File: src/dts_pkg.sv
// Shared types, constants and calendar tables for the date/time to seconds converter.
// Used by dts_days, date_time_to_seconds, dts_checker and the testbench; depends on nothing else.
`default_nettype none

package dts_pkg;

	typedef struct packed {
		logic [13:0] year;
		logic [7:0]  month;
		logic [7:0]  day;
		logic [7:0]  hour;
		logic [7:0]  minute;
		logic [7:0]  second;
	} dts_in_t;

	typedef struct packed {
		logic        valid_res;
		logic [31:0] seconds_since_epoch;
		logic [25:0] minutes_since_epoch;
	} dts_out_t;

	// Day count plus the time of day, as it leaves the calendar stages.
	typedef struct packed {
		logic        valid;
		logic        ok;
		logic [15:0] days;
		logic [4:0]  hour;
		logic [5:0]  minute;
		logic [5:0]  second;
	} dts_day_t;

	localparam int unsigned MONTHS      = 12;
	localparam int unsigned MAX_HOUR    = 23;
	localparam int unsigned MAX_MINUTE  = 59;
	localparam int unsigned MAX_SECOND  = 59;
	localparam int unsigned YEAR_FOLD   = 100;
	localparam int unsigned DAYS_YEAR   = 365;
	localparam int unsigned HOURS_DAY   = 24;
	localparam int unsigned SECS_MIN    = 60;
	// floor(year / 100) == (year * RECIP_100) >> RECIP_SHIFT for every 14-bit year.
	localparam int unsigned RECIP_100   = 5243;
	localparam int unsigned RECIP_SHIFT = 19;

	function automatic logic [4:0] month_len(input logic [3:0] mon, input logic leap);
		logic [4:0] len;
		case (mon)
			4'd2:                      len = leap ? 5'd29 : 5'd28;
			4'd4, 4'd6, 4'd9, 4'd11:   len = 5'd30;
			default:                   len = 5'd31;
		endcase
		return len;
	endfunction

	// Days in the year before the first of the given month.
	function automatic logic [8:0] days_before(input logic [3:0] mon, input logic leap);
		logic [8:0] d;
		case (mon)
			4'd1:    d = 9'd0;
			4'd2:    d = 9'd31;
			4'd3:    d = 9'd59;
			4'd4:    d = 9'd90;
			4'd5:    d = 9'd120;
			4'd6:    d = 9'd151;
			4'd7:    d = 9'd181;
			4'd8:    d = 9'd212;
			4'd9:    d = 9'd243;
			4'd10:   d = 9'd273;
			4'd11:   d = 9'd304;
			4'd12:   d = 9'd334;
			default: d = 9'd0;
		endcase
		if (leap && mon > 4'd2) begin
			d = d + 9'd1;
		end
		return d;
	endfunction

endpackage

`default_nettype wire

File: src/dts_days.sv
// Calendar stages s1..s4: folds the year, checks the date and time, and counts days.
// Depends on dts_pkg.
`default_nettype none

module dts_days (
	input  wire logic                clk,
	input  wire logic                arst_n,
	input  wire logic                en,
	input  wire logic                item_valid,
	input  wire dts_pkg::dts_in_t    item,
	output dts_pkg::dts_day_t        stage
);
	import dts_pkg::*;

	logic        valid_s1, valid_s2, valid_s3, valid_s4;
	logic [26:0] prod;
	logic [7:0]  q_s1;
	logic        time_ok_s1, mon_ok_s1;
	logic [13:0] year_s1;
	logic [3:0]  mon_s1, mon_s2;
	logic [7:0]  day_s1, day_s2;
	logic [4:0]  hour_s1, hour_s2, hour_s3, hour_s4;
	logic [5:0]  min_s1, min_s2, min_s3, min_s4;
	logic [5:0]  sec_s1, sec_s2, sec_s3, sec_s4;
	logic        time_ok_s2, mon_ok_s2;
	logic [6:0]  yy_s2;
	logic        leap;
	logic [4:0]  mlen;
	logic        ok_s3, ok_s4;
	logic [15:0] dyear_s3;
	logic [8:0]  dmon_s3;
	logic [4:0]  day_s3;
	logic [15:0] days_s4;

	assign prod = 27'(item.year) * 27'(RECIP_100);
	assign leap = (yy_s2[1:0] == 2'b00);
	assign mlen = month_len(mon_s2, leap);

	always_ff @(posedge clk or negedge arst_n) begin
		if (!arst_n) begin
			valid_s1 <= 1'b0;
			valid_s2 <= 1'b0;
			valid_s3 <= 1'b0;
			valid_s4 <= 1'b0;
		end else if (en) begin
			valid_s1 <= item_valid;
			valid_s2 <= valid_s1;
			valid_s3 <= valid_s2;
			valid_s4 <= valid_s3;
		end
	end

	always_ff @(posedge clk) begin
		if (en) begin
			// s1: quotient of year by 100 and the range checks that need no year.
			q_s1       <= prod[26:RECIP_SHIFT];
			year_s1    <= item.year;
			time_ok_s1 <= (item.hour <= 8'(MAX_HOUR)) && (item.minute <= 8'(MAX_MINUTE))
			              && (item.second <= 8'(MAX_SECOND));
			mon_ok_s1  <= (item.month != 8'd0) && (item.month <= 8'(MONTHS));
			mon_s1     <= item.month[3:0];
			day_s1     <= item.day;
			hour_s1    <= item.hour[4:0];
			min_s1     <= item.minute[5:0];
			sec_s1     <= item.second[5:0];

			// s2: year modulo 100.
			yy_s2      <= 7'(year_s1 - 14'(q_s1) * 14'(YEAR_FOLD));
			time_ok_s2 <= time_ok_s1;
			mon_ok_s2  <= mon_ok_s1;
			mon_s2     <= mon_s1;
			day_s2     <= day_s1;
			hour_s2    <= hour_s1;
			min_s2     <= min_s1;
			sec_s2     <= sec_s1;

			// s3: day check, days of the earlier years and of the earlier months.
			// Years before yy hold (yy + 3) / 4 leap days, counting year 0 itself.
			ok_s3    <= time_ok_s2 && mon_ok_s2 && (day_s2 != 8'd0) && (day_s2 <= 8'(mlen));
			dyear_s3 <= 16'(yy_s2) * 16'(DAYS_YEAR) + 16'((8'(yy_s2) + 8'd3) >> 2);
			dmon_s3  <= days_before(mon_s2, leap);
			day_s3   <= day_s2[4:0];
			hour_s3  <= hour_s2;
			min_s3   <= min_s2;
			sec_s3   <= sec_s2;

			// s4: total day count.
			ok_s4   <= ok_s3;
			days_s4 <= dyear_s3 + 16'(dmon_s3) + 16'(day_s3) - 16'd1;
			hour_s4 <= hour_s3;
			min_s4  <= min_s3;
			sec_s4  <= sec_s3;
		end
	end

	assign stage.valid  = valid_s4;
	assign stage.ok     = ok_s4;
	assign stage.days   = days_s4;
	assign stage.hour   = hour_s4;
	assign stage.minute = min_s4;
	assign stage.second = sec_s4;

endmodule

`default_nettype wire

File: src/date_time_to_seconds.sv
// Top level of the date/time to seconds converter: time-of-day stages and output register.
// Depends on dts_pkg and dts_days.
//
// Usage: a transaction on the item channel carries one calendar date and time; each
// gives exactly one transaction on the result channel, in order. Only the year modulo
// 100 counts, and every fourth folded year is a leap year. A legal date and time gives
// valid_res = 1 with seconds and whole minutes since 2000-01-01 00:00:00; an illegal
// one gives valid_res = 0 and both counts zero.
// An accepted transaction passes in order through seven register stages (year fold, year
// remainder, calendar lookup, day sum, hours, minutes, seconds), which move together;
// throughput is one transaction per cycle while the receiver does not stall.
// When the receiver stalls with the output register full, the whole pipeline holds
// and item_ready falls in the same cycle; nothing is dropped or repeated.
// Reset clears all stage valid bits; no clearing pass is needed.
`default_nettype none

module date_time_to_seconds (
	input  wire logic              clk,
	input  wire logic              arst_n,
	input  wire logic              item_valid,
	output logic                   item_ready,
	input  wire dts_pkg::dts_in_t  item,
	output logic                   result_valid,
	input  wire logic              result_ready,
	output dts_pkg::dts_out_t      result
);
	import dts_pkg::*;

	logic        en;
	dts_day_t    stage;
	logic        valid_s5, valid_s6, valid_s7;
	logic        ok_s5, ok_s6;
	logic [19:0] hours_s5;
	logic [5:0]  min_s5, sec_s5, sec_s6;
	logic [25:0] mins_s6;
	dts_out_t    out_s7;

	assign en         = !valid_s7 || result_ready;
	assign item_ready = en;

	dts_days u_days (
		.clk        (clk),
		.arst_n     (arst_n),
		.en         (en),
		.item_valid (item_valid),
		.item       (item),
		.stage      (stage)
	);

	always_ff @(posedge clk or negedge arst_n) begin
		if (!arst_n) begin
			valid_s5 <= 1'b0;
			valid_s6 <= 1'b0;
			valid_s7 <= 1'b0;
		end else if (en) begin
			valid_s5 <= stage.valid;
			valid_s6 <= valid_s5;
			valid_s7 <= valid_s6;
		end
	end

	always_ff @(posedge clk) begin
		if (en) begin
			ok_s5    <= stage.ok;
			hours_s5 <= 20'(stage.days) * 20'(HOURS_DAY) + 20'(stage.hour);
			min_s5   <= stage.minute;
			sec_s5   <= stage.second;

			ok_s6   <= ok_s5;
			mins_s6 <= 26'(hours_s5) * 26'(SECS_MIN) + 26'(min_s5);
			sec_s6  <= sec_s5;

			// The minute count is already the seconds divided by 60.
			out_s7.valid_res           <= ok_s6;
			out_s7.seconds_since_epoch <= ok_s6 ? (32'(mins_s6) * 32'(SECS_MIN) + 32'(sec_s6))
			                                    : 32'd0;
			out_s7.minutes_since_epoch <= ok_s6 ? mins_s6 : 26'd0;
		end
	end

	assign result_valid = valid_s7;
	assign result       = out_s7;

endmodule

`default_nettype wire

File: config.mk
export PLATFORM = sky130hd
export DESIGN_NAME = date_time_to_seconds
export DESIGN_NICKNAME = d
export VERILOG_FILES = /design/src/dts_pkg.sv /design/src/dts_days.sv /design/src/date_time_to_seconds.sv
export SDC_FILE = /design/constraint.sdc
export NUM_CORES = 1
export LEC_CHECK = 0
export ABC_CLOCK_PERIOD_IN_PS = 29900
export BUFFER_PORTS_ARGS = -buffer_cell sky130_fd_sc_hd__buf_2
export CAP_MARGIN = 20
export CORE_MARGIN = 5
export CORE_UTILIZATION = 60
export CTS_CLUSTER_SIZE = 40
export DETAILED_ROUTE_END_ITERATION = 10
export PLACE_DENSITY_LB_ADDON = 0.12
export SYNTH_ARGS = -nofsm -noshare
export SYNTH_HDL_FRONTEND = slang
export SYNTH_HIERARCHICAL = 1
export SYNTH_SLANG_ARGS = --single-unit
File: constraint.sdc
create_clock -name clk -period 29.9 [get_ports clk]
set_input_delay 5.98 -clock clk [delete_from_list [all_inputs] [get_ports clk]]
set_output_delay 5.98 -clock clk [all_outputs]
set_load 0.005 [all_outputs]
======== Word level (Yosys, flattened, before mapping) ========
Memories as Yosys holds them, arrays and structs flattened. A register that Yosys moved wholly into a read port is not among the register bits.
Cells that the tools add are included.
word-level totals
  register bits after elaboration ......... 298
  ROM bits ................................ 144
  input port bits ......................... 58
  output and inout port bits .............. 61
  logic and storage cells ................. 92
  memories kept ........................... 1
memory list
  memory            words  bits a word  rd ports  clocked after memory_dff  write ports  RTL line       source
  (name not given)  16     9            1         1                         0            dts_pkg.sv:57  case (mon)
cells by class
  add/sub/neg operators ................... 10
  $mul .................................... 6
  order comparisons ....................... 6
  eq/ne operators ......................... 5
  mux-type cells .......................... 5
  reduce and logical (&&, ||, !) cells .... 13
operator list
  operator                                             count
  adder 32 x 6 -> 32 bit                               1
  multiplier 26 x 4 -> 30 bit, second input constant   1
  multiplier 14 x 13 -> 27 bit, second input constant  1
  adder 26 x 6 -> 26 bit                               1
  multiplier 20 x 4 -> 24 bit, second input constant   1
  adder 20 x 5 -> 20 bit                               1
  two-way mux 9 bit                                    2
  multiplier 16 x 2 -> 17 bit, second input constant   1
  adder 16 x 14 -> 16 bit                              1
  adder 16 x 5 -> 16 bit                               1
  adder 16 x 9 -> 16 bit                               1
  <= comparator 8 x 6 -> 1 bit, second input constant  2
  multiplier 7 x 9 -> 16 bit, second input constant    1
  nonzero test 8 bit                                   2
  subtractor 16 x 1 -> 16 bit, second input constant   1
  case mux 5 bit (2 select lines)                      1
  adder 9 x 1 -> 9 bit, second input constant          1
  adder 7 x 2 -> 8 bit, second input constant          1
  == test 4 x 3 -> 1 bit, second input constant        2
  == test 4 bit, second input constant                 2
  <= comparator 8 x 4 -> 1 bit, second input constant  1
  <= comparator 8 x 5 -> 1 bit                         1
  <= comparator 8 x 5 -> 1 bit, second input constant  1
  multiplier 8 x 5 -> 5 bit, second input constant     1
  other kinds (10)                                     16

======== Depth between registers and ports, before layout ========
  depth in word-level cells ............... 5
  mapped depth ............................ 18
  gate-level depth less buffers ........... 18

======== Cells and area by module ========
The synthesis kept the hierarchy.
modules (own cells, without submodules)
  module                times used  cells each  area an instance (sq um)  sequential area each (sq um)
  dts_days              1           936         11773.8                   5175.0
  date_time_to_seconds  1           1123        11509.8                   3828.7

======== Worst setup path before layout ========
No wires, ideal clock.
  kind .................................... input port to output port
  from .................................... input result_ready
  to ...................................... output item_ready
  arrival ................................. 12977 ps
  path slack .............................. 10943 ps
  cell stages on the path ................. 1
  path buffers ............................ 0
  cell sequence ........................... nand2b_1
on the way
  longest elaborated chain between the ends .. 1
RTL lines
  element           RTL line                    source
  from (decl)       date_time_to_seconds.sv:24  input wire logic result_ready,
  logical OR 1 bit  date_time_to_seconds.sv:38  assign en = !valid_s7 || result_ready;
  to (decl)         date_time_to_seconds.sv:21  output logic item_ready,
Every way passes these cells.

======== Worst setup path in the final report ========
Ends and elaborated chain as after synthesis.

==> impl_metrics.json <==
{
  "synth_seq_cells": 304,
  "cts.sinks": 304,
  "ys_seq_area_frac": 0.387,
  "cts_tree": "built",
  "gr-usage-all-layers": 0.208,
  "design.die.area_um2": 42800,
  "root_buffer": "clkbuf_16",
  "synth.area.top_cells": "edfxtp_1, fa_1, ha_1, inv_1, xnor2_1",
  "core-area_um2": 38600,
  "hold_buffers": 0,
  "die_w_um": 207,
  "clk_pin_slew_ps": 60,
  "critPathArrivalTime_ps": 7030,
  "rows": 72,
  "period_minus_slack_ps": 13010,
  "cts_buffers": 35,
  "holdCritPathClass": "reg -> reg",
  "synthArstFlopShare": 0.0230,
  "worst_setup_path_end_kind": "primary output",
  "maxCapViolations": 0,
  "antenna_left": 0,
  "whs_ps": 385,
  "routedWlPerCell_um": 15.6,
  "placed_cell_area_um2": 24500,
  "cp-start-kind": "input port",
  "routabilityCongestion": 0.874,
  "synthDistinctLibCells": 93,
  "fin_setup_tns_ps": 0,
  "crit_top_cell": "buf_2",
  "hold_viol_final": 0,
  "rsz0062_at_grt": "no",
  "drc": 0,
  "cts_max_path_buffers": 3,
  "yosys_warnings": 6,
  "report.final.slew_viol_count": 0,
  "die_h_um": 207,
  "finalCritPeriodShare": 0.435,
  "antenna_found_initial": 0,
  "critPathMaxFanout": 65,
  "synthCells": 2059,
  "design_area_um2": 25700,
  "drt-total-wl_mm": 42.6,
  "fin_skew_ps": 36.3,
  "vias": 15000,
  "path_class": "in -> out",
  "synth_edf_count": 288,
  "initial_core_util": 0.604,
  "antenna_cells": 0,
  "fmax_mhz": 76.9,
  "area_growth_syn_to_layout_pct": 10.2,
  "synth_flop_cell": "edfxtp_1",
  "gr-total-overflow": 0,
  "insertion_delay_ps": 550,
  "drive_gt1_frac": 0.0996,
  "synth_nets": 2561,
  "finalSetupViolations": 0,
  "syn_area_um2": 23300,
  "avgSynthCellArea_um2": 11.3,
  "portBuffers": 118,
  "critPathRequiredTime_ps": 23920,
  "place_hpwl_mm": 34.1,
  "path_buf_inv": 3,
  "relSlewSlack": 0.340,
  "utilization": 0.665,
  "crit_family": "buffers and inverters",
  "grt_max_degree": 82,
  "grt_pass1_vias": 15500,
  "grt_pass1_wl_mm": 72.7,
  "first_pass_iters": 5,
  "synth_top_cell_by_area": "edfxtp_1",
  "synth_top_area_frac": 0.371,
  "num_io_pins": 119,
  "cts-resized-gates": 0,
  "vias_per_cell": 5.47,
  "drtIter0Drc": 623,
  "crit_chain": "buf_2, nand2b_4, buf_4, buf_2",
  "critical_path.max_stage_delay_ps": 620,
  "outcome": "finished, final reports clean",
  "slowest_stage": "buf_4",
  "post_cts_buffers": 0,
  "htreeDepth": 2,
  "tightest_slew_ps": 989,
  "nNetsFinal": 2697
}
layout by cell type (no fill, tap or decap), types with 7 or more instances in the layout:
cell,synthesis,routed
buf_2,3,118
nand2b_1,8,7
and3_1,16,16
clkbuf_16,0,36
mux2_2,9,9
o21bai_1,10,10
dfrtp_1,7,7
ha_1,266,266
o211ai_1,13,13
mux2i_1,9,9
nor3_1,23,23
and2_1,13,13
nor2_1,115,115
nor2b_1,20,20
a21oi_1,90,90
o21a_1,17,17
nor3b_1,9,9
nand3_1,41,41
xor2_1,56,56
nor4_1,17,17
nand2_1,85,85
fa_1,178,178
a21o_1,47,47
a211oi_1,17,17
a31oi_1,8,8
xnor2_1,91,91
dfxtp_1,9,9
or3_1,9,9
o31ai_1,9,9
o21ai_0,43,43
inv_1,366,366
o21ai_1,15,15
edfxtp_1,288,288
nand4_1,24,24
synth_stat cells (13+ instances only):
cell,instances
nand3_1,41
xnor2_1,91
a21o_1,47
o21ai_0,43
nor3_1,23
inv_1,366
o21ai_1,15
nand2_1,85
nor2_1,115
xor2_1,56
nor2b_1,20
clkbuf_1,16
o211ai_1,13
nand4_1,24
edfxtp_1,288
ha_1,266
fa_1,178
and3_1,16
o21a_1,17
a21oi_1,90
a211oi_1,17
nor4_1,17
and2_1,13
routing by layer:
metal,up-vias,global-route usage,routed length [um],share of wire
met1,7230,0.256,17800,0.42
li1,7401,-,-,-
met3,86,0.0267,1510,0.035
met5,-,0,0,0
met4,0,0.0614,1120,0.026
met2,266,0.382,22200,0.52
cell families (layout without fill, tap and decap cells):
group	Yosys count	in the layout	synth area share
fa+ha+maj	444	444	0.296
simple gates	422	422	0.0933
buf+inv	392	552	0.0640
compound gates	330	330	0.0952
flops	304	304	0.387
xor+xnor	148	148	0.0560
mux	19	19	0.00881
path summary, 6_finish.rpt:
kind	startpoint	end	slack, ps	cells after the start
worst max-delay path	result_ready	item_ready	16890	4
worst min-delay path	min_s5[1]	mins_s6[1]	380	0
worst max register to register	mins_s6[3]	result[57]	24600	14
worst min register to register	min_s5[1]	mins_s6[1]	380	0
max in group asynchronous	arst_n	u_days/valid_s1	24480	1
min in group asynchronous	arst_n	u_days/valid_s3	5260	1
worst reg2reg max path, cell delays in order, from the launching register on:
cell and delay [ps]:
edfxtp_1 420, inv_1 200, fa_1 480, fa_1 520, inv_1 40, ha_1 370
o21ai_0 100, o21ai_0 570, a21oi_1 180, xor2_1 220, nand3b_1 220, nor4b_1 750
and4_2 320, or4b_1 510, mux2i_1 160
sequential cells by signal (all words and copies together) (netlist names), 7 cells and up, named ones only:
| register | flops |
|---|---|
| u_days/day_s1 | 8 |
| u_days/dyear_s3 | 16 |
| u_days/dmon_s3 | 9 |
| mins_s6 | 26 |
| u_days/day_s2 | 8 |
| u_days/year_s1 | 7 |
| u_days/days_s4 | 16 |
| result | 59 |
| hours_s5 | 20 |
| u_days/yy_s2 | 7 |
metrics by stage:
step | std cells | worst slack (ps)
after floorplan | 2059 | 10940
after CTS | 2737 | 16860
final | 2737 | 16890
after detailed placement | 2676 | 16870
after global routing | 2737 | 16800
after global placement | 2676 | 16860
final cells by class:
class	instances	area [um2]
well taps	518	648
clock buffers	40	936
inverters	367	1380
multi-input cells	1363	12800
fillers	3032	12900
flip-flops and latches	304	9000
repair buffers	124	636
clock inverters	21	260
Power is not shown: default switching activity piles up to over one toggle a cycle in this logic, so the estimate is an artifact.
